==> config.mk <==
export PLATFORM = sky130hd
export DESIGN_NAME = llr_eval
export DESIGN_NICKNAME = d
export VERILOG_FILES = /design/src/rtl/llr_pkg.sv /design/src/rtl/llr_eval.sv
export VERILOG_INCLUDE_DIRS = /design/src /design/src/rtl
export SDC_FILE = /design/constraint.sdc
export NUM_CORES = 1
export LEC_CHECK = 0
export ABC_AREA = 1
export BUFFER_PORTS_ARGS = -buffer_cell sky130_fd_sc_hd__buf_4
export CAP_MARGIN = 20
export CORE_MARGIN = 2
export CORE_UTILIZATION = 50
export DETAILED_ROUTE_END_ITERATION = 8
export PLACE_DENSITY = 0.77
export SLEW_MARGIN = 10
export SYNTH_ARGS = -nofsm -noshare
export SYNTH_HDL_FRONTEND = slang
export SYNTH_SLANG_ARGS = --single-unit
export TNS_END_PERCENT = 10
==> constraint.sdc <==
create_clock -name clk -period 4.85 [get_ports clk]
set_input_delay 0.7275 -clock clk [delete_from_list [all_inputs] [get_ports clk]]
set_output_delay 0.7275 -clock clk [all_outputs]
set_load 0.02 [all_outputs]
==> src/rtl/life_like_range_rule_cell_core_macros.svh <==
// Assertion macros shared by the cell-check RTL.
`ifndef LIFE_LIKE_RANGE_RULE_CELL_CORE_MACROS_SVH
`define LIFE_LIKE_RANGE_RULE_CELL_CORE_MACROS_SVH

// Same-cycle implication, clocked on clk, off during reset.
`define LLR_ASSERT_IMP(lbl, ante, cons, msg) \
	lbl: assert property (@(posedge clk) disable iff (!arst_n) (ante) |-> (cons)) else $error(msg);

// Next-cycle implication, clocked on clk, off during reset.
`define LLR_ASSERT_NXT(lbl, ante, cons, msg) \
	lbl: assert property (@(posedge clk) disable iff (!arst_n) (ante) |=> (cons)) else $error(msg);

`endif

==> src/rtl/llr_pkg.sv <==
// Shared types and constants for the range-rule cell check.
`timescale 1ns / 1ps
`default_nettype none

package llr_pkg;

	localparam int RAD_W   = 3;
	localparam int STEP_W  = 4;
	localparam int CNT_W   = 8;
	localparam int PADDR_W = 5;
	localparam int PDATA_W = 32;
	localparam logic [CNT_W-1:0] MAX_COUNT = 8'd224;

	// Register map, by word index
	typedef enum logic [2:0] {
		REG_RADIUS    = 3'd0,
		REG_BIRTH_LO  = 3'd1,
		REG_BIRTH_HI  = 3'd2,
		REG_SURV_LO   = 3'd3,
		REG_SURV_HI   = 3'd4
	} reg_idx_t;

	localparam logic OP_WRITE = 1'b0;
	localparam logic OP_CHECK = 1'b1;

	// One cell access moving down the address/read pipeline
	typedef struct packed {
		logic valid;
		logic we;
		logic wdata;
		logic first;
		logic center;
		logic last;
	} walk_tok_t;

	// Evaluator status back to the walker
	typedef struct packed {
		logic done;
		logic pend;
	} eval_stat_t;

	// Rule thresholds
	typedef struct packed {
		logic [CNT_W-1:0] birth_low;
		logic [CNT_W-1:0] birth_high;
		logic [CNT_W-1:0] survive_low;
		logic [CNT_W-1:0] survive_high;
	} rule_cfg_t;

endpackage

`default_nettype wire

==> src/rtl/llr_eval.sv <==
// Neighbor accumulation, range rule and result register.
`timescale 1ns / 1ps
`default_nettype none
`include "life_like_range_rule_cell_core_macros.svh"

module llr_eval (
	input  wire logic                      clk,
	input  wire logic                      arst_n,
	input  wire llr_pkg::walk_tok_t        tok_s2,
	input  wire logic                      rdata_s2,
	input  wire llr_pkg::rule_cfg_t        rule,
	output llr_pkg::eval_stat_t            stat,
	output logic                           out_valid,
	input  wire logic                      out_ready,
	output logic                           alive_next,
	output logic [llr_pkg::CNT_W-1:0]      neighbour_count
);
	import llr_pkg::*;

	logic             cnt_q;
	logic [CNT_W-1:0] acc_q;
	logic             live_q;
	logic             pend_q;
	logic             pend_alive_q;
	logic [CNT_W-1:0] pend_cnt_q;
	logic             out_valid_q;
	logic             alive_q;
	logic [CNT_W-1:0] count_q;

	logic [CNT_W-1:0] acc_nx;
	logic             live_nx;
	logic             next_alive;
	logic             done;
	logic             move;

	// Running count; the center only records liveness
	always_comb begin
		acc_nx  = (tok_s2.first ? '0 : acc_q) + CNT_W'(!tok_s2.center && rdata_s2);
		live_nx = tok_s2.center ? rdata_s2 : live_q;
		next_alive = ((acc_nx >= rule.birth_low) && (acc_nx <= rule.birth_high))
			|| (live_nx && (acc_nx >= rule.survive_low) && (acc_nx <= rule.survive_high));
	end

	assign done = tok_s2.valid && tok_s2.last;
	assign move = pend_q && (!out_valid_q || out_ready);
	assign cnt_q = 1'b0;

	assign stat.done       = done;
	assign stat.pend       = pend_q || cnt_q;
	assign out_valid       = out_valid_q;
	assign alive_next      = alive_q;
	assign neighbour_count = count_q;

	// Handshake control
	always_ff @(posedge clk or negedge arst_n) begin
		if (!arst_n) begin
			pend_q      <= 1'b0;
			out_valid_q <= 1'b0;
		end else begin
			if (out_valid_q && out_ready) begin
				out_valid_q <= 1'b0;
			end
			if (move) begin
				out_valid_q <= 1'b1;
				pend_q      <= 1'b0;
			end
			if (done) begin
				pend_q <= 1'b1;
			end
		end
	end

	// Accumulator and result payload
	always_ff @(posedge clk) begin
		if (tok_s2.valid) begin
			acc_q  <= acc_nx;
			live_q <= live_nx;
		end
		if (done) begin
			pend_cnt_q   <= acc_nx;
			pend_alive_q <= next_alive;
		end
		if (move) begin
			count_q <= pend_cnt_q;
			alive_q <= pend_alive_q;
		end
	end

	// Checks
	`LLR_ASSERT_IMP(a_no_token_pending, pend_q, !tok_s2.valid, "cell read arrived while result pending")
	`LLR_ASSERT_IMP(a_count_bound, out_valid_q, count_q <= MAX_COUNT, "neighbor count out of range")
	`LLR_ASSERT_NXT(a_done_pends, done, pend_q || out_valid_q, "finished check was lost")

endmodule

`default_nettype wire

## After elaboration in Yosys (flattened, before gate mapping)

Index checks and enable logic that the tools add are counted.
Widths: inputs -> output; s select.

| word-level totals | value |
|---|---|
| word-level logic and storage cells | 32 |
| output and inout bits | 12 |
| register bits after elaboration | 29 |
| input port bits | 42 |
| bits in latches | 0 |
| memory bits (read-only) | 0 |
| RAM bits | 0 |
| memories | 0 |

| operators by class | value |
|---|---|
| multiply operators | 0 |
| $add $sub $neg | 1 |
| divide/modulo/power cells | 0 |
| muxes and demuxes | 6 |
| reduce and logical (&&, ||, !) cells | 13 |
| equality and inequality tests | 0 |
| shift operators | 0 |
| $lt $le $gt $ge | 4 |
| bitwise logic cells | 0 |

Operator list:

| cell | count |
|---|---|
| $ge 8x8->1 | 2 |
| $le 8x8->1 | 2 |
| $add 8x1->8 | 1 |
| $mux 8 | 1 |
| $logic_and 1x1->1 | 7 |
| $mux 1 | 5 |
| $reduce_bool 2->1 | 2 |
| $logic_not 1->1 | 2 |
| $logic_or 1x1->1 | 2 |

## Longest topological paths before layout

| logic depth | value |
|---|---|
| depth after elaboration | 7 |
| mapped depth | 19 |

## Worst setup path before layout

OpenSTA, ideal clock, no wires.

| path | value |
|---|---|
| path kind | input-to-reg |
| start point | input rdata_s2 |
| end point | register pend_alive_q (data pin) |
| setup slack | 2.180 ns |
| library setup time | 0.253 ns |
| path buffers | 0 |
| arrival time | 2.417 ns |
| stages | 14 |
| cell sequence | inv_1 nor2_1 ha_1 ha_1 nand3_1 nor3_2 xor2_1 ha_1 nand2_1 nor2_1 nor3_1 nand2_1 nand2_1 nand2_1 |

| between the ends | value |
|---|---|
| longest elaborated chain between the ends | 6 |

RTL lines:

| item | RTL line | RTL |
|---|---|---|
| from (decl) | llr_eval.sv:10 | `input wire logic rdata_s2,` |
| $logic_and 1x1->1 * | llr_eval.sv:38 | `acc_nx = (tok_s2.first ? '0 : acc_q) + CNT_W'(!tok_s2.center && rdata_s2);` |
| $add 8x1->8 * | llr_eval.sv:38 |  |
| named net acc_nx[6] | llr_eval.sv:30 | `logic [CNT_W-1:0] acc_nx;` |
| $ge 8x8->1 | llr_eval.sv:41 | `\|\| (live_nx && (acc_nx >= rule.survive_low) && (acc_nx <= rule.survive_high));` |
| $logic_and 1x1->1 (2 in series) | llr_eval.sv:41 |  |
| $logic_or 1x1->1 * | llr_eval.sv:41 |  |
| named net next_alive | llr_eval.sv:32 | `logic next_alive;` |
| to (signal assigned) | llr_eval.sv:81 | `pend_alive_q <= next_alive;` |
| to (decl) | llr_eval.sv:24 | `logic pend_alive_q;` |

The timed path passes the listed nets; every way through them passes the cells marked *.
A chain may end at the register's enable or synchronous reset.

## Worst setup path in the final report

| path | value |
|---|---|
| start point | input tok_s2[2] (netlist bit) |
| end point | register pend_alive_q (data pin) |

| between the ends | value |
|---|---|
| longest elaborated chain between the ends | 6 |

RTL lines:

| item | RTL line | RTL |
|---|---|---|
| from (decl) | llr_eval.sv:9 | `input wire llr_pkg::walk_tok_t tok_s2,` |
| $mux 8 * | llr_eval.sv:38 |  |
| $add 8x1->8 * | llr_eval.sv:38 |  |
| named net acc_nx[6] | llr_eval.sv:30 |  |
| $ge 8x8->1 | llr_eval.sv:41 |  |
| $logic_and 1x1->1 (2 in series) | llr_eval.sv:41 |  |
| $logic_or 1x1->1 * | llr_eval.sv:41 |  |
| named net next_alive | llr_eval.sv:32 |  |

Marked as above.

==> reports/metrics.cfg <==
[synth]
async_reset_ff_share_pct = 6.90
yosysMostFrequentCell = inv_1
synth_top_area_share_pct = 41.0
ys_ff_latch = 29
synth_top_flop_cell = edfxtp_1
seq_area_frac_synth_pct = 43.5
syn_inst = 221
synthDistinctLibCells = 21
synth.area.top_cells = edfxtp_1, ha_1, inv_1
yosysWarnings = 0
syn-mean-instance-area_um2 = 8.95
synth_fp_nets = 297
netlist_area_mm2 = 0.00198
synth-edff-count = 27
synth_common_cells = inv_1, nand2_1, ha_1
netlist.top_cell.by_area = edfxtp_1

[timing]
rsz0062_at_grt = false
final_max_slew_viol_count = 0
fin_crit_sh_pct = 58.0
relSlewSlack_pct = 42.0
worst_clock_skew_ns = 0.00408
tightest_slew_ns = 0.871
min_period_ns = 2.81
hold_ws_ns = 0.214
setup_viol_count_final = 0
fmax_mhz = 355
tns_ns = 0
final-hold-violation-count = 0

[final_layout]
final_nets = 353
synthToLayoutAreaGrowth_pct = 25.8
nFillCells = 332
drive_gt1_share_pct = 22.3
num_antenna_cells = 0

[grt]
first_global_vias = 1355
grtUsageTotal_pct = 17.2
grt_first_pass_wirelength_um = 5510
grt_max_degree = 11
grt_overflow = 0
antenna_found_initial = 0

[critical_path]
worstSetupEndpointType = flip-flop
startpoint_type = input port
path_max_fanout = 7
slowest_stage = xor2_1
timing.critical_path.mode_cell = nand2_1
r2r-start = acc_q[0]$_DFFE_PP_
max_stage_delay_ns = 0.43
critPathKind = input port to flip-flop
crit_required_ns = 4.88
worstReg2RegEnd = pend_alive_q$_DFFE_PP_
critPathLaunch = tok_s2[2]
crit_chain = buf_4, nor2_1, ha_1, ha_1, nand3_1, nor3_2, xor2_1, ha_1, nand2_1, nor2_1, nor3_1, nand2_1, nand2_1, nand2_1
crit_arrival_ns = 2.84
r2r_cells = 14
worst-r2r-setup-slack_ns = 2.29
crit_end = pend_alive_q$_DFFE_PP_

[power]
power_uw = 614
clockPowerShare_pct = 30.5
power.density_mw_per_mm2 = 247
switching_share_pct = 26.6
static-leakage-power_uw = 0.00140
p_comb_share_pct = 21.1
p_switching_uw = 164
ir_worst_vdd_uv = 94.9
p_seq_share_pct = 48.3
internal-power_uw = 451

[route]
drt-initial-drc-count = 30
vias_per_cell = 4.71
wl_per_cell_um = 10.4
routed_wl_um = 3390
num_vias = 1534
antenna_left = 0
first_pass_iters = 4
drc = 0

[clock_network]
cts_buffers = 5
holdBufCountCts = 0
clock-root-buffer = clkbuf_8
cts_resized = 0
clkLatencyLatePin_ns = 0.28
post_cts_buffers = 0
clkSlewWorstSetupHoldPaths_ns = 0.06
htreeDepth = 2
cts_tree = built
clockBufferDepth = 2
clock_sinks = 29

[run_status]
status = complete, no violations

[floorplan]
core-area_mm2 = 0.00374
die-area_mm2 = 0.00447
pin_count = 54
rows = 22
die_w_um = 66.9
initial_core_util_pct = 52.8
dieHeight_um = 66.9

[place]
gp_congestion = 0.752
dpl.hpwl_um = 2730
numPortBuffers = 51

[run]
cap_violations = 0

[hold_path]
holdCritPathClass = input port to async pin

## cell families after synthesis
kind of cell	share of synthesized area [%]
AOI/OAI and AO/OA	5.19
buffers and inverters	11.6
DFF	43.5
adders and majority gates	21.5
and+or+nand+nor	16.4
xor gates and xnor gates	1.77
## state kept, by name, summed over array words and instances, names as in the netlist
signal	cells
live_q	1
pend_q	1
acc_q	8
out_valid	1
pend_alive_q	1
pend_cnt_q	8
neighbour_count	8
alive_next	1
## critical path: cells and delay by family
| kind | cells | cell delay (ns) |
|---|---|---|
| fa+ha+maj | 3 | 0.69 |
| simple gates | 9 | 0.88 |
| buf+inv | 1 | 0.14 |
| xor+xnor | 1 | 0.43 |
## placed cells by master (no fill, tap or decap), types with 2 or more instances in the layout
master,count
inv_1,57
buf_4,51
nand2_1,48
ha_1,34
edfxtp_1,27
nor2_1,18
a21oi_1,9
clkbuf_8,5
o21ai_0,4
xor2_1,3
nand3_1,3
nor3_2,2
nand4_1,2
o21bai_1,2
o21a_1,2
clkinv_2,2
dfrtp_1,2
## metrics by stage
| step | setup WS [ns] | cell area [um^2] | instances | util, % |
|---|---|---|---|---|
| 2_1_floorplan | 2.18 | 1980 | 221 | - |
| 3_3_place_gp | 1.73 | 2400 | 318 | 64.2 |
| 3_5_place_dp | 1.68 | 2400 | 318 | 64.2 |
| 4_1_cts | 1.98 | 2490 | 326 | 66.4 |
| 5_1_grt | 1.77 | 2490 | 326 | 66.4 |
| 6_report | 2.04 | 2490 | 326 | 66.4 |
## per-layer routing
layer / share of wire [%] / wire, um / track usage (%) / vias to the layer above
met3: 5.6 / 190 / 4.05 / 5
met2: 51 / 1720 / 30.9 / 40
met5: 0 / 0 / 0 / -
met4: 2.1 / 72 / 9.18 / 0
li1: - / - / - / 808
met1: 41 / 1410 / 18.5 / 681
## final cells by class
class                      count  area, um^2  area share [%]
clock buffer                   6        72.6            2.92
clock inverter                 2        10.0           0.402
inverter                      57         214            8.60
multi-input combinational    133         887            35.7
sequential                    29         861            34.6
tap                           48        60.1            2.41
timing repair buffer          51         383            15.4
## how the worst min path moves through the flow
stage,start,slack [ns],end,cells past startpoint
after CTS,arst_n,0.20,pend_q$_DFFE_PN0P_,1
after global placement,pend_alive_q$_DFFE_PP_,0.40,alive_next$_DFFE_PP_,0
final,arst_n,0.21,pend_q$_DFFE_PN0P_,1
after global routing,arst_n,0.20,pend_q$_DFFE_PN0P_,1
after floorplan,pend_alive_q$_DFFE_PP_,0.40,alive_next$_DFFE_PP_,0
after detailed placement,pend_cnt_q[1]$_DFFE_PP_,0.41,neighbour_count[1]$_DFFE_PP_,0
## power by group through the flow
stage	sequential, uW	clock [uW]	combinational, uW
floorplan	308	0	71.3
global placement	301	0	127
detailed placement	302	0	131
CTS	297	192	132
global route	299	202	150
finish	297	188	130
(Power assumes the default switching activity.)
