### src/rtl/life_like_range_rule_cell_core_macros.svh
// Assertion macros shared by the cell-check RTL.
`ifndef LIFE_LIKE_RANGE_RULE_CELL_CORE_MACROS_SVH
`define LIFE_LIKE_RANGE_RULE_CELL_CORE_MACROS_SVH

// Same-cycle implication, clocked on clk, off during reset.
`define LLR_ASSERT_IMP(lbl, ante, cons, msg) \
	lbl: assert property (@(posedge clk) disable iff (!arst_n) (ante) |-> (cons)) else $error(msg);

// Next-cycle implication, clocked on clk, off during reset.
`define LLR_ASSERT_NXT(lbl, ante, cons, msg) \
	lbl: assert property (@(posedge clk) disable iff (!arst_n) (ante) |=> (cons)) else $error(msg);

`endif

### src/rtl/llr_pkg.sv
// Shared types and constants for the range-rule cell check.
`timescale 1ns / 1ps
`default_nettype none

package llr_pkg;

	localparam int RAD_W   = 3;
	localparam int STEP_W  = 4;
	localparam int CNT_W   = 8;
	localparam int PADDR_W = 5;
	localparam int PDATA_W = 32;
	localparam logic [CNT_W-1:0] MAX_COUNT = 8'd224;

	// Register map, by word index
	typedef enum logic [2:0] {
		REG_RADIUS    = 3'd0,
		REG_BIRTH_LO  = 3'd1,
		REG_BIRTH_HI  = 3'd2,
		REG_SURV_LO   = 3'd3,
		REG_SURV_HI   = 3'd4
	} reg_idx_t;

	localparam logic OP_WRITE = 1'b0;
	localparam logic OP_CHECK = 1'b1;

	// One cell access moving down the address/read pipeline
	typedef struct packed {
		logic valid;
		logic we;
		logic wdata;
		logic first;
		logic center;
		logic last;
	} walk_tok_t;

	// Evaluator status back to the walker
	typedef struct packed {
		logic done;
		logic pend;
	} eval_stat_t;

	// Rule thresholds
	typedef struct packed {
		logic [CNT_W-1:0] birth_low;
		logic [CNT_W-1:0] birth_high;
		logic [CNT_W-1:0] survive_low;
		logic [CNT_W-1:0] survive_high;
	} rule_cfg_t;

endpackage

`default_nettype wire

### src/rtl/llr_walk.sv
// Sequencer: coordinate reduction, window walk and cell address generation.
`timescale 1ns / 1ps
`default_nettype none
`include "life_like_range_rule_cell_core_macros.svh"

module llr_walk #(
	parameter int BOARD_WIDTH  = 256,
	parameter int BOARD_HEIGHT = 256,
	parameter int MAX_RADIUS   = 7,
	parameter int ADDR_W       = 17
) (
	input  wire logic                        clk,
	input  wire logic                        arst_n,
	input  wire logic                        in_valid,
	output logic                             in_ready,
	input  wire logic                        opcode,
	input  wire logic                        plane,
	input  wire logic [7:0]                  col,
	input  wire logic [7:0]                  row,
	input  wire logic                        cell_value,
	input  wire logic [llr_pkg::RAD_W-1:0]   window_radius,
	input  wire llr_pkg::eval_stat_t         stat,
	output llr_pkg::walk_tok_t               tok_s1,
	output logic [ADDR_W-1:0]                addr_s1
);
	import llr_pkg::*;

	localparam int CW  = $clog2(BOARD_WIDTH);
	localparam int RW  = $clog2(BOARD_HEIGHT);
	localparam int CAW = (CW > 8) ? CW : 8;
	localparam int RAW = (RW > 8) ? RW : 8;
	localparam int PLANE_CELLS = BOARD_WIDTH * BOARD_HEIGHT;

	typedef enum logic [2:0] {
		ST_IDLE,
		ST_REDUCE,
		ST_PUT,
		ST_WALK,
		ST_WAIT
	} state_t;

	state_t state_q;

	logic              op_q;
	logic              plane_q;
	logic              value_q;
	logic [CAW-1:0]    c_q;
	logic [RAW-1:0]    r_q;
	logic [RAD_W-1:0]  rad_q;
	logic [CW-1:0]     cc_q;
	logic [RW-1:0]     rr_q;
	logic [RW-1:0]     rr_start_q;
	logic [STEP_W-1:0] dc_q;
	logic [STEP_W-1:0] dr_q;

	logic              accept;
	logic [RAD_W-1:0]  rad_in;
	logic              c_hi;
	logic              r_hi;
	logic              reduced;
	logic [CW-1:0]     c_red;
	logic [RW-1:0]     r_red;
	logic [CW:0]       c_sum;
	logic [RW:0]       r_sum;
	logic [CW-1:0]     cc_start;
	logic [RW-1:0]     rr_start;
	logic [CW-1:0]     cc_inc;
	logic [RW-1:0]     rr_inc;
	logic [STEP_W-1:0] two_rad;
	logic              row_end;
	walk_tok_t         tok_d;

	assign accept  = in_valid && in_ready;
	assign in_ready = (state_q == ST_IDLE) && !stat.pend;
	assign rad_in  = (window_radius > RAD_W'(MAX_RADIUS)) ? RAD_W'(MAX_RADIUS) : window_radius;

	// Modulo reduction: one compare/subtract per cycle on each coordinate
	assign c_hi    = {1'b0, c_q} >= (CAW + 1)'(BOARD_WIDTH);
	assign r_hi    = {1'b0, r_q} >= (RAW + 1)'(BOARD_HEIGHT);
	assign reduced = !c_hi && !r_hi;
	assign c_red   = c_q[CW-1:0];
	assign r_red   = r_q[RW-1:0];

	// Window corner: coordinate minus radius, wrapped
	always_comb begin
		c_sum = (CW + 1)'(c_red) + (CW + 1)'(BOARD_WIDTH) - (CW + 1)'(rad_q);
		r_sum = (RW + 1)'(r_red) + (RW + 1)'(BOARD_HEIGHT) - (RW + 1)'(rad_q);
		cc_start = (c_sum >= (CW + 1)'(BOARD_WIDTH)) ?
			CW'(c_sum - (CW + 1)'(BOARD_WIDTH)) : CW'(c_sum);
		rr_start = (r_sum >= (RW + 1)'(BOARD_HEIGHT)) ?
			RW'(r_sum - (RW + 1)'(BOARD_HEIGHT)) : RW'(r_sum);
	end

	// Wrapping steps along the window
	assign cc_inc  = (cc_q == CW'(BOARD_WIDTH - 1)) ? '0 : cc_q + 1'b1;
	assign rr_inc  = (rr_q == RW'(BOARD_HEIGHT - 1)) ? '0 : rr_q + 1'b1;
	assign two_rad = {rad_q, 1'b0};
	assign row_end = (dr_q == two_rad);

	// Token for the cell addressed this cycle
	always_comb begin
		tok_d.valid  = (state_q == ST_WALK) || (state_q == ST_PUT);
		tok_d.we     = (state_q == ST_PUT);
		tok_d.wdata  = value_q;
		tok_d.first  = (dc_q == '0) && (dr_q == '0);
		tok_d.center = (dc_q == STEP_W'(rad_q)) && (dr_q == STEP_W'(rad_q));
		tok_d.last   = (dc_q == two_rad) && row_end;
	end

	// Sequencer state and token register
	always_ff @(posedge clk or negedge arst_n) begin
		if (!arst_n) begin
			state_q <= ST_IDLE;
			tok_s1  <= '0;
		end else begin
			tok_s1 <= tok_d;
			unique case (state_q)
				ST_IDLE: begin
					if (accept) begin
						state_q <= ST_REDUCE;
					end
				end
				ST_REDUCE: begin
					if (reduced) begin
						state_q <= (op_q == OP_WRITE) ? ST_PUT : ST_WALK;
					end
				end
				ST_PUT: begin
					state_q <= ST_IDLE;
				end
				ST_WALK: begin
					if (tok_d.last) begin
						state_q <= ST_WAIT;
					end
				end
				ST_WAIT: begin
					if (stat.done) begin
						state_q <= ST_IDLE;
					end
				end
				default: begin
					state_q <= ST_IDLE;
				end
			endcase
		end
	end

	// Coordinates, counters and address
	always_ff @(posedge clk) begin
		addr_s1 <= (plane_q ? ADDR_W'(PLANE_CELLS) : '0)
			+ ADDR_W'(cc_q) * ADDR_W'(BOARD_HEIGHT) + ADDR_W'(rr_q);
		if (accept) begin
			op_q    <= opcode;
			plane_q <= plane;
			value_q <= cell_value;
			c_q     <= CAW'(col);
			r_q     <= RAW'(row);
			rad_q   <= rad_in;
		end
		if (state_q == ST_REDUCE) begin
			if (c_hi) begin
				c_q <= c_q - CAW'(BOARD_WIDTH);
			end
			if (r_hi) begin
				r_q <= r_q - RAW'(BOARD_HEIGHT);
			end
			if (reduced) begin
				dc_q <= '0;
				dr_q <= '0;
				if (op_q == OP_WRITE) begin
					cc_q <= c_red;
					rr_q <= r_red;
				end else begin
					cc_q       <= cc_start;
					rr_q       <= rr_start;
					rr_start_q <= rr_start;
				end
			end
		end
		if (state_q == ST_WALK) begin
			if (row_end) begin
				dr_q <= '0;
				dc_q <= dc_q + 1'b1;
				rr_q <= rr_start_q;
				cc_q <= cc_inc;
			end else begin
				dr_q <= dr_q + 1'b1;
				rr_q <= rr_inc;
			end
		end
	end

	// Checks
	`LLR_ASSERT_NXT(a_accept_reduce, accept, state_q == ST_REDUCE, "accepted item did not start")
	`LLR_ASSERT_IMP(a_walk_bound, state_q == ST_WALK, (dc_q <= two_rad) && (dr_q <= two_rad), "window step out of range")
	`LLR_ASSERT_IMP(a_no_start_pending, accept, !stat.pend && (state_q == ST_IDLE), "item taken while busy")

endmodule

`default_nettype wire

### config.mk
export PLATFORM = sky130hd
export DESIGN_NAME = llr_walk
export DESIGN_NICKNAME = d
export VERILOG_FILES = /design/src/rtl/llr_pkg.sv /design/src/rtl/llr_walk.sv
export VERILOG_INCLUDE_DIRS = /design/src /design/src/rtl
export SDC_FILE = /design/constraint.sdc
export NUM_CORES = 1
export LEC_CHECK = 0
export ABC_AREA = 1
export BUFFER_PORTS_ARGS = -buffer_cell sky130_fd_sc_hd__buf_4
export CORE_MARGIN = 2
export CORE_UTILIZATION = 40
export DETAILED_ROUTE_END_ITERATION = 12
export SYNTH_ARGS = -nofsm -noshare
export SYNTH_HDL_FRONTEND = slang
export SYNTH_SLANG_ARGS = --single-unit
export TNS_END_PERCENT = 10
### constraint.sdc
create_clock -name clk -period 2.4 [get_ports clk]
set_input_delay 0.36 -clock clk [delete_from_list [all_inputs] [get_ports clk]]
set_output_delay 0.36 -clock clk [all_outputs]
set_load 0.02 [all_outputs]
# Word-level counts from Yosys, hierarchy flattened
# Cells that the tools add are included.
word_totals:
  reg_bits: 80
  wordCells: 84
  output_inout_bits: 24
classes:
  eq_ne: 13
  n_reduce_logical: 13
  add_sub_neg: 12
  n_mux: 24
  magnitude_cmp: 3
ops:
  columns: ["cell", "count"]
  rows:
  - ["$mux W8", 12]
  - ["$mux W4", 6]
  - ["$add A8 B9 Y9 const B", 2]
  - ["$ge A9 B9 Y1 const B", 2]
  - ["$sub A9 B3 Y9", 2]
  - ["$add A17 B16 Y17", 1]
  - ["$add A17 B8 Y17", 1]
  - ["$mux W17", 1]
  - ["$add A8 B1 Y8 const B", 2]
  - ["$eq A8 B8 Y1 const B", 2]
  - ["$sub A8 B1 Y8 const B", 2]
  - ["$pmux W3 S4", 1]
  - ["$mux W3", 3]
  - ["$add A4 B1 Y4 const B", 2]
  - ["$eq A4 B3 Y1", 2]
  - ["$eq A4 B4 Y1", 2]
  - ["$logic_not A4 Y1", 2]
  - ["$eq A3 B2 Y1 const B", 2]
  - ["$ne A2 B2 Y1 const B", 3]
  - ["$logic_and A1 B1 Y1", 5]
  - ["$eq A3 B1 Y1 const B", 1]
  - ["$eq A3 B3 Y1 const B", 1]
  - ["$gt A3 B3 Y1 const B", 1]
  - ["$logic_not A3 Y1", 1]
  - ["other kinds (6)", 6]

# Longest topological paths before layout
logic_depth:
  word_depth: 8
  ltp_mapped: 12
  depth_no_buf: 12

# Worst setup path before layout
# OpenSTA, ideal clock, no wires.
synth_timing:
  kind: "reg-to-reg"
  from: "register state_q[0]"
  to: "register c_q[0], enable pin"
  path_slack_ns: -0.191
  setup_ns: 0.429
  path_stages_with_launch: 4
  path_buffers: 0
  arrival_time_ns: 2.162
  required_ns: 1.971
  path_cell_list: "dfrtp_1 nor2_1 nand2_1 nor3_1"
synth_via:
  elab_chain_len: 3
synth_lines:
  columns: ["element", "line", "text"]
  rows:
  - ["start, declared", "llr_walk.sv:42", "state_t state_q;"]
  - ["start signal, assigned", "llr_walk.sv:125", "state_q <= (op_q == OP_WRITE) ? ST_PUT : ST_WALK;"]
  - ["$logic_not A3 Y1", "llr_walk.sv:74", "assign in_ready = (state_q == ST_IDLE) && !stat.pend;"]
  - ["$logic_and A1 B1 Y1", "llr_walk.sv:74", null]
  - ["$logic_and A1 B1 Y1", "llr_walk.sv:73", "assign accept = in_valid && in_ready;"]
  - ["net accept", "llr_walk.sv:56", "logic accept;"]
  - ["end signal, assigned", "llr_walk.sv:156", "c_q <= CAW'(col);"]
  - ["end signal, assigned", "llr_walk.sv:162", "c_q <= c_q - CAW'(BOARD_WIDTH);"]
  - ["end, declared", "llr_walk.sv:47", "logic [CAW-1:0] c_q;"]
# The timed path passes the listed nets, and every way through them passes these cells.
# A chain may end at the register's enable or synchronous reset.

# Worst setup path in the final report
layout_timing:
  from: "register rad_q[0]"
  to: "register rr_q[4] (data pin)"
layout_via:
  elab_chain_len: 6
  word_cells_on_any_way: 9
  cone_classes: "add/sub: 2; order compare: 1; eq/ne: 1; mux: 5"
layout_lines:
  columns: ["element", "line", "text"]
  rows:
  - ["start, declared", "llr_walk.sv:49", "logic [RAD_W-1:0] rad_q;"]
  - ["start signal, assigned", "llr_walk.sv:158", "rad_q <= rad_in;"]
  - ["$sub A9 B3 Y9 *", "llr_walk.sv:87", "r_sum = (RW + 1)'(r_red) + (RW + 1)'(BOARD_HEIGHT) - (RW + 1)'(rad_q);"]
  - ["net r_sum[4]", "llr_walk.sv:64", "logic [RW:0] r_sum;"]
  - ["$sub A8 B1 Y8 or $ge A9 B9 Y1 (tied branches)", "llr_walk.sv:91, llr_walk.sv:90", null]
  - ["$mux W8 *", "llr_walk.sv:90", "rr_start = (r_sum >= (RW + 1)'(BOARD_HEIGHT)) ?"]
  - ["$mux W8 *", "llr_walk.sv:170", "if (op_q == OP_WRITE) begin"]
  - ["$mux W8 *", "llr_walk.sv:160", "if (state_q == ST_REDUCE) begin"]
  - ["$mux W8 *", "llr_walk.sv:180", "if (state_q == ST_WALK) begin"]
  - ["end signal, assigned", "llr_walk.sv:172", "rr_q <= r_red;"]
  - ["end signal, assigned", "llr_walk.sv:175", "rr_q <= rr_start;"]
  - ["end signal, assigned", "llr_walk.sv:184", "rr_q <= rr_start_q;"]
  - ["end, declared", "llr_walk.sv:51", "logic [RW-1:0] rr_q;"]
# Mark *: on every way through the listed nets, which the timed path passes. The rest lies on a longest branch. The select of a mux whose other input is x is not followed.

==> impl_metrics.tcl <==
set metrics [dict create \
    gp_congestion 0.905 \
    dp_cells 599 \
    grt_pass1_wl_mm 13.0 \
    root_buffer "clkbuf_8" \
    max_freq_mhz 500 \
    area_growth_pct 19.0 \
    start_util_pct 41.4 \
    yosys_warnings 0 \
    timing.rr.start "rad_q[0]" \
    synth_area_leader_cell "edfxtp_1" \
    p_per_area_nw_per_um2 1130 \
    cts_tree "yes" \
    cts_resized 0 \
    syn_nets 467 \
    core_um2 9240 \
    r2r_slack_ns 0.40 \
    antenna_cells 0 \
    die_height_um 102 \
    drt_iter0_drc 133 \
    drc 0 \
    post-route-min-period_ns 2.00 \
    clk_latency_ns 0.35 \
    synthTopCellsByArea "edfxtp_1 33%, dfxtp_1 15%, nand2_1 10%" \
    ios 51 \
    grt_overflow_total 0 \
    dieArea_um2 10400 \
    synth_fa_ha_area_share_pct 4.98 \
    hold_start "cell_value" \
    path_cells "ha_1, fa_1, inv_1, nand2_1, nand3_1, nand2_1, o21ai_0, o211ai_1" \
    cts_setup_buffers 0 \
    p_leak_nw 2.06 \
    tightest_slew_ns 0.515 \
    grt_max_degree 23 \
    vdd_ir_drop_max_uv 375 \
    synth_compound_area_share_pct 6.02 \
    r2r-end "rr_q[4]" \
    cts_buffer_depth 2 \
    crit_path_end_kind "flop" \
    grt_pass1_vias 2806 \
    cts_inserted_buffers 9 \
    ant_nets 0 \
    fin_nets 523 \
    portBuffers 50 \
    synthXorXnorAreaFrac_pct 2.06 \
    dr.pass1.iters 4 \
    ys_seq_elements 80 \
    synth.mux.area_fraction_pct 0 \
    crit_slowest_cell "edfxtp_1" \
    cts.sinks 80 \
    required_ns 2.49 \
    relSlewSlack_pct 65.7 \
    worstHoldEndpoint "value_q" \
    die_w_um 102 \
    yosys.area.top_type_share_pct 33.0 \
    worstPathArrival_ns 2.09 \
    r2r_cells 8 \
    grt_use_total_pct 16.2 \
    critPathKind "reg2reg" \
    viasPerCell 4.69 \
    cts.hold.buffers_added 1 \
    cp_slowest_stage_delay_ns 0.51 \
    hold_class "in2reg" \
    clkSlewWorstSetupHoldPaths_ns 0.09 \
    synthCells 426 \
    crit_path_start_kind "flop" \
    cpMostUsedCell "nand2_1" \
    synth.cell_area_um2 3820 \
    num_vias 2888 \
    maxCapViolCount 0 \
    seq_area_frac_synth_pct 54.1 \
    cp_max_fo 7 \
    htree_levels 3 \
    layout-drive-gt1-share_pct 18.3 \
    synth_cell_types 36 \
    finalSetupTns_ns 0 \
    synth_top_family_by_area "simple AND/OR/NAND/NOR gates" \
    hold_path_depth 1 \
    period_share_pct 83.4 \
    hold_violations 0 \
    final_cells 616 \
    rows 35 \
    place_hpwl_mm 5.70 \
    rsz0062_at_grt "no" \
    setup_viol 0 \
    final-max-slew-violation-count 0 \
    grt_antenna_before_repair 0 \
    wire_per_inst_um 12.4 \
    syn_avg_cell_area_um2 8.97 \
    synth-simple-area-share_pct 25.0 \
    outcome "completed" \
    routed_wl_mm 7.66 \
    fin_skew_ns 0.0105 \
]
-- sequential cells by signal, summed over array words and instances, names as in the netlist --
register	flops
rad_q	3
rr_q	8
tok_s1	6
addr_s1	17
dr_q	4
r_q	8
op_q	1
rr_start_q	8
dc_q	4
state_q	3
cc_q	8
plane_q	1
value_q	1
c_q	8
-- area by class of cell --
type / count / area [um2]
timing repair buffer: 55 / 415
clock inverter: 4 / 32.5
inverter: 60 / 230
tap: 129 / 161
fill: 867 / 4690
multi-input combinational: 276 / 1470
sequential: 80 / 2070
clock buffer: 12 / 176
-- metrics by stage --
step / util, % / cell area (um2) / hold slack [ns] / total power [mW] / setup WS [ns]
finish: 49.2 / 4550 / 0.174 / 5.15 / 0.399
global route: 49.2 / 4550 / 0.160 / 5.55 / 0.152
CTS: 49.2 / 4550 / 0.162 / 5.20 / 0.403
detailed placement: 46.9 / 4330 / 0.192 / 4.19 / 0.438
global placement: 46.9 / 4330 / 0.188 / 4.17 / 0.501
floorplan: - / 3830 / 0.0644 / 3.54 / 0.479
-- how the worst max path moves through the flow --
stage / slack (ns) / to / start
finish: 0.40 / rr_q[4] / rad_q[0]
floorplan: 0.48 / c_q[0] / state_q[0]
global placement: 0.50 / rr_q[6] / rad_q[0]
CTS: 0.40 / rr_q[4] / rad_q[0]
global route: 0.15 / rr_q[4] / rad_q[0]
detailed placement: 0.44 / rr_q[4] / rad_q[0]
-- synthesized netlist by cell type --
master,instances
xnor2_1,3
nand2_1,105
clkinv_4,1
nand4_1,12
nor2_2,1
o21ai_0,18
a21oi_1,14
edfxtp_1,42
nor4_1,1
ha_1,12
buf_2,4
inv_2,4
inv_1,55
nor2_1,33
nand3_1,38
nand2_4,1
buf_6,1
xor2_1,6
nand2_2,4
a211oi_1,1
nand3_4,1
o31ai_1,1
nor2_4,2
nor3_2,1
o211ai_1,5
nand3b_1,4
dfxtp_1,29
fa_1,2
o21bai_1,1
nor3_1,5
buf_12,1
clkbuf_1,3
dfrtp_1,9
o21ai_1,2
or2_2,3
buf_4,1
-- worst max-delay path: cells and delay by family (launching register included) --
| family | cells | cell delay [ns] |
|---|---|---|
| simple gates | 3 | 0.24 |
| flops | 1 | 0.51 |
| compound gates | 2 | 0.30 |
| fa+ha+maj | 2 | 0.62 |
| buf+inv | 1 | 0.08 |
-- placed cells by master (no fill, tap or decap), types with 4 or more instances in the layout --
| master | count |
|---|---|
| nand2_1 | 105 |
| inv_1 | 55 |
| buf_4 | 54 |
| edfxtp_1 | 42 |
| nand3_1 | 38 |
| nor2_1 | 33 |
| dfxtp_1 | 29 |
| o21ai_0 | 18 |
| a21oi_1 | 14 |
| nand4_1 | 12 |
| ha_1 | 12 |
| clkbuf_8 | 11 |
| dfrtp_1 | 9 |
| xor2_1 | 6 |
| o211ai_1 | 5 |
| inv_2 | 4 |
| nand2_2 | 4 |
| nor3_1 | 4 |
| nand3b_1 | 4 |
-- kinds of logic (layout without fill, tap and decap cells) --
| group | count (synthesis) | in the layout |
|---|---|---|
| compound gates | 42 | 42 |
| xor+xnor | 9 | 9 |
| fa+ha+maj | 14 | 14 |
| buf+inv | 70 | 131 |
| flops | 80 | 80 |
| simple gates | 211 | 211 |
-- per-layer routing --
metal  track usage [%]  vias up  share of wire, %
li1                  -     1505                 -
met1              21.6     1313                47
met2              25.9       57                48
met3              3.04       13               3.6
met4              6.65        0               1.5
met5                 0        -                 0
-- report_power, final --
part | switching, mW | internal, mW
logic | 1.14 | 0.712
registers | 0.345 | 1.96
clock network | 0.492 | 0.503
No activity file was read; power rests on OpenSTA's default activity.
